`src/rtl/snt_pkg.sv`:
```
// Shared types and constants of the strip noise tracker.
// Holds fixed-point widths, opcode and register codes, and the control
// structs between the sequencer and the iterative divide/root unit.
package snt_pkg;

  localparam int unsigned STRIPS_DEF = 4096;
  localparam int unsigned FRAC_BITS  = 8;

  localparam int unsigned VW  = 29;  // internal signed value width
  localparam int unsigned PW  = 48;  // product and numerator width
  localparam int unsigned RW  = 20;  // square root result width
  localparam int unsigned DIV_STEPS  = 30;
  localparam int unsigned SQRT_STEPS = 20;
  localparam int unsigned DEN_SHIFT  = DIV_STEPS - 1;
  localparam int unsigned ROOT_TOP   = 2 * (SQRT_STEPS - 1);

  localparam logic [16:0] NOISE_MAX = 17'h1FFFF;

  localparam logic OP_SAMPLE = 1'b0;
  localparam logic OP_LOAD   = 1'b1;

  localparam logic [7:0] REG_FOLLOW  = 8'd0;
  localparam logic [7:0] REG_OUTLIER = 8'd1;

  typedef enum logic {
    IT_DIV  = 1'b0,
    IT_SQRT = 1'b1
  } iter_mode_t;

  typedef struct packed {
    logic              start;
    iter_mode_t        mode;
    logic signed [PW-1:0] num;
    logic [16:0]       den;
  } iter_req_t;

  typedef struct packed {
    logic              done;
    logic signed [PW-1:0] quot;
    logic [RW-1:0]     root;
  } iter_rsp_t;

endpackage

```
`src/rtl/snt_iter.sv`:
```
// Shared iterative unit: signed floor division one quotient bit per cycle,
// or integer square root one result bit per cycle.
// Depends on snt_pkg.
module snt_iter
  import snt_pkg::*;
(
  input  logic      clk,
  input  logic      rst,
  input  iter_req_t req,
  output iter_rsp_t rsp
);

  logic [PW-1:0] rem;
  logic [PW-1:0] acc;
  logic [PW-1:0] dsh;
  logic [4:0]    cnt;
  logic          busy;
  logic          neg;
  logic          done;
  iter_mode_t    mode;
  logic [PW-1:0] trial;
  logic [PW-1:0] mag;

  assign trial = (mode == IT_SQRT) ? acc + dsh : dsh;
  assign mag   = req.num[PW-1] ? PW'(-req.num) : PW'(req.num);

  always_ff @(posedge clk) begin
    if (rst) begin
      busy <= 1'b0;
      done <= 1'b0;
    end else begin
      done <= 1'b0;
      if (req.start) begin
        busy <= 1'b1;
        mode <= req.mode;
        acc  <= '0;
        if (req.mode == IT_SQRT) begin
          rem <= req.num[PW-1] ? '0 : PW'(req.num);
          neg <= 1'b0;
          dsh <= PW'(1) << ROOT_TOP;
          cnt <= 5'(SQRT_STEPS - 1);
        end else begin
          rem <= mag;
          neg <= req.num[PW-1];
          dsh <= PW'({req.den, {DEN_SHIFT{1'b0}}});
          cnt <= 5'(DIV_STEPS - 1);
        end
      end else if (busy) begin
        if (mode == IT_SQRT) begin
          if (rem >= trial) begin
            rem <= rem - trial;
            acc <= (acc >> 1) + dsh;
          end else begin
            acc <= acc >> 1;
          end
          dsh <= dsh >> 2;
        end else begin
          if (rem >= trial) begin
            rem <= rem - trial;
            acc <= {acc[PW-2:0], 1'b1};
          end else begin
            acc <= {acc[PW-2:0], 1'b0};
          end
          dsh <= dsh >> 1;
        end
        cnt <= cnt - 5'd1;
        if (cnt == 5'd0) begin
          busy <= 1'b0;
          done <= 1'b1;
        end
      end
    end
  end

  always_comb begin
    rsp.done = done;
    rsp.root = acc[RW-1:0];
    if (neg) begin
      rsp.quot = -$signed(acc) - $signed(PW'(rem != '0));
    end else begin
      rsp.quot = $signed(acc);
    end
  end

endmodule

```
`config.mk`:
```
export PLATFORM = sky130hd
export DESIGN_NAME = snt_iter
export DESIGN_NICKNAME = d
export VERILOG_FILES = /design/src/rtl/snt_pkg.sv /design/src/rtl/snt_iter.sv
export SDC_FILE = /design/constraint.sdc
export NUM_CORES = 1
export LEC_CHECK = 0
export ABC_CLOCK_PERIOD_IN_PS = 13350
export BUFFER_PORTS_ARGS = -buffer_cell sky130_fd_sc_hd__buf_2
export CELL_PAD_IN_SITES_DETAIL_PLACEMENT = 0
export CELL_PAD_IN_SITES_GLOBAL_PLACEMENT = 1
export CORE_MARGIN = 2
export CORE_UTILIZATION = 40
export CTS_CLUSTER_SIZE = 14
export DETAILED_ROUTE_END_ITERATION = 8
export PLACE_DENSITY = 0.71
export SLEW_MARGIN = 20
export SYNTH_ARGS = -nofsm -noshare
export SYNTH_HDL_FRONTEND = slang
export SYNTH_SLANG_ARGS = --single-unit
```
`constraint.sdc`:
```
create_clock -name clk -period 13.35 [get_ports clk]
set_clock_uncertainty 0.1 [all_clocks]
set_input_delay 2.0025 -clock clk [delete_from_list [all_inputs] [get_ports clk]]
set_output_delay 2.0025 -clock clk [all_outputs]
set_load 0.02 [all_outputs]
```
==> flow_metrics.py <==
metrics = {
    "outcome": {
        "run_status": "finished clean",
    },
    "detailed_routing": {
        "post-route-drc-count": 0,
        "ant_nets": 0,
        "postRouteWirelength_mm": 58.81,
        "drtIter0Drc": 1933,
        "drt_first_pass_iters": 5,
        "vias": 18221,
        "via_per_inst": 5.901,
        "routedWlPerCell_um": 19.05,
    },
    "global_routing": {
        "grt_pass1_wl_mm": 92.45,
        "grt_pass1_vias": 16951,
        "antenna_found_initial": 0,
        "overflow": 0,
        "gr-usage-all-layers": 0.2323,
        "grt_max_degree": 203,
    },
    "clock_network": {
        "clock-root-buffer": "clkbuf_16",
        "clkSinkCount": 151,
        "cts_buffer_depth": 2,
        "cts_hold_buffers": 0,
        "path_clk_slew_ps": 60,
        "postCtsSetupBuffers": 0,
        "clock_latency_ps": 470,
        "post_cts_resized": 0,
        "cts_max_level": 4,
        "cts_made_buffers": 17,
        "cts_tree": "yes",
    },
    "floorplanning": {
        "core_area_um2": 47550,
        "die_h_um": 222.8,
        "pin_count": 138,
        "initial_core_util": 0.4028,
        "fp-row-count": 80,
        "dieArea_um2": 49640,
        "die_w_um": 222.8,
    },
    "layout": {
        "final_cell_mix": "a21oi_1, nand2_1, o21ai_0",
        "nets": 2724,
        "mostFrequentLayoutCell": "a21oi_1",
        "drive_gt1_frac": 0.08411,
        "syn2layout_area_growth_pct": 8.049,
        "antenna_cells": 0,
    },
    "min_path": {
        "worst_hold_startpoint": "busy",
        "min_to": "done",
        "hold_depth": 1,
        "hp-class": "flop to flop",
    },
    "logic_synthesis": {
        "synth_simple_gate_area_frac": 0.1742,
        "async_reset_ff_frac": 0,
        "synth-main-ff-cell": "edfxtp_1",
        "yosys.area_share.xor_xnor": 0.09284,
        "synth_top_family_by_area": "compound AO/OA/AOI/OAI gates",
        "synth.cell_area_um2": 19150,
        "synth.ff_latch_count": 151,
        "synth_edf_count": 149,
        "yosysSeqAreaShare": 0.2357,
        "syn_area_per_cell_um2": 7.858,
        "synthMuxAreaShare": 0.01071,
        "syn_inst": 2437,
        "syn_nets": 2700,
        "ys_types": 85,
        "synth_fa_ha_area_frac": 0.1279,
        "ys_warn_count": 0,
        "synth_compound_area_frac": 0.3054,
    },
    "critical_path": {
        "reg2reg_from": "acc[8]",
        "cp_max_fo": 5,
        "worst_ep_arrival_time_ps": 5840,
        "path_class": "flop to primary output",
        "r2r_slack_ps": 6410,
        "ff2ff_path_depth": 22,
        "critPathRequiredTime_ps": 11250,
        "r2r_end": "acc[38]",
        "start_kind": "flop",
        "crit_path_end_kind": "primary output",
    },
    "placement": {
        "dp_hpwl_mm": 45.75,
        "place_ws_ps": 5796,
        "gp_congestion": 0.9101,
        "io_buffers": 137,
    },
    "sta": {
        "setup_viol": 0,
        "fin_crit_sh": 0.5953,
        "min_period_ps": 7947,
        "fmax_ghz": 0.1258,
        "slew_violations": 0,
        "rsz0062_at_grt": "false",
        "hold_viol": 0,
        "hold_ws_ps": 418.2,
        "finalWorstSetupSlack_ps": 5403,
        "tightest_slew_ps": 1056,
        "tns_ps": 0,
        "slew_headroom": 0.2962,
    },
    "power": {
        "leakage_uw": 0.008768,
        "ir_worst_vdd_mv": 0.1012,
        "p_per_area_nw_per_um2": 126.1,
    },
    "flow_run": {
        "maxCapViolCount": 0,
    },
}
[how the worst max path moves through the flow]
stage	slack [ps]	start	to
after floorplan	5940	req[66]	acc[0]
after global placement	5840	rem[37]	rsp[67]
after detailed placement	5800	rem[37]	rsp[67]
after CTS	5260	rem[37]	rsp[67]
after global routing	5160	rem[37]	rsp[67]
final	5400	rem[37]	rsp[67]
[cells in the mapped netlist (all sizes together) (25+ instances only)]
cell      n  share of area
nand2   202          0.040
nor3     35         0.0097
xor2    100          0.046
edfxtp  149           0.23
nor2    184          0.036
buf      34          0.012
xnor2   103          0.047
clkbuf  110          0.022
a21o    131          0.051
nand4    41          0.014
nor2b    60          0.020
ha      191           0.12
o22ai    37          0.012
inv     101          0.020
o21bai   25         0.0098
a211oi   47          0.018
o21ai   199          0.052
nand3    43          0.011
a21oi   325          0.085
[final cells by class]
class	count	area, um^2
Clock inverter	13	155.1
Sequential cell	151	4514
Timing Repair Buffer	149	790.8
Tap cell	615	769.5
Fill cell	4851	26850
Inverter	102	382.9
Multi-Input combinational cell	2040	13650
Clock buffer	18	429.2
[metrics by stage]
| stage | total power (uW) | area, um^2 | util | cells |
|---|---|---|---|---|
| detailed placement | 2087 | 20110 | 0.4229 | 3057 |
| global route | 2799 | 20690 | 0.4352 | 3088 |
| finish | 2609 | 20690 | 0.4352 | 3088 |
| global placement | 2080 | 20110 | 0.4229 | 3057 |
| CTS | 2602 | 20690 | 0.4352 | 3088 |
| floorplan | 1743 | 19150 | - | 2437 |
[flip-flops by register name (all words and copies together), names as in the netlist]
register	cells
dsh	46
acc	48
neg	1
mode	1
cnt	5
busy	1
rem	48
done	1
[critical path: stages, from the launching register on]
cell	delay (ps)
edfxtp_1	390
nor4_1	740
nand4_1	160
nor3_1	670
ha_1	280
ha_1	160
inv_1	50
ha_1	190
o21bai_1	200
a221o_1	270
o211ai_2	170
o211ai_1	310
a221oi_2	140
o41a_2	430
o21a_1	230
o21ai_0	300
a31oi_1	150
mux2i_1	190
xor2_1	150
buf_2	180
[power by group]
part	switching (uW)	internal, uW	total [uW]
sequential	60.2	599	659
combinational	875	570	1440
clock	214	291	505
[cells by family (layout without fill, tap and decap cells)]
group                      count (synthesis)  count (layout)
buffers and inverters                    246             282
DFF                                      151             151
AOI/OAI and AO/OA                        940             940
muxes                                     20              20
xor gates and xnor gates                 203             203
and+or+nand+nor                          683             683
adders and majority gates                194             194
[routing by layer]
metal	GRT usage	share of wire	up-vias	wire, um
met4	0.04806	0.011	0	661
li1	-	-	9119	-
met2	0.3490	0.42	469	24810
met3	0.02156	0.044	44	2599
met1	0.3581	0.52	8589	30740
met5	0	0	-	0
(Power assumes the default switching activity.)
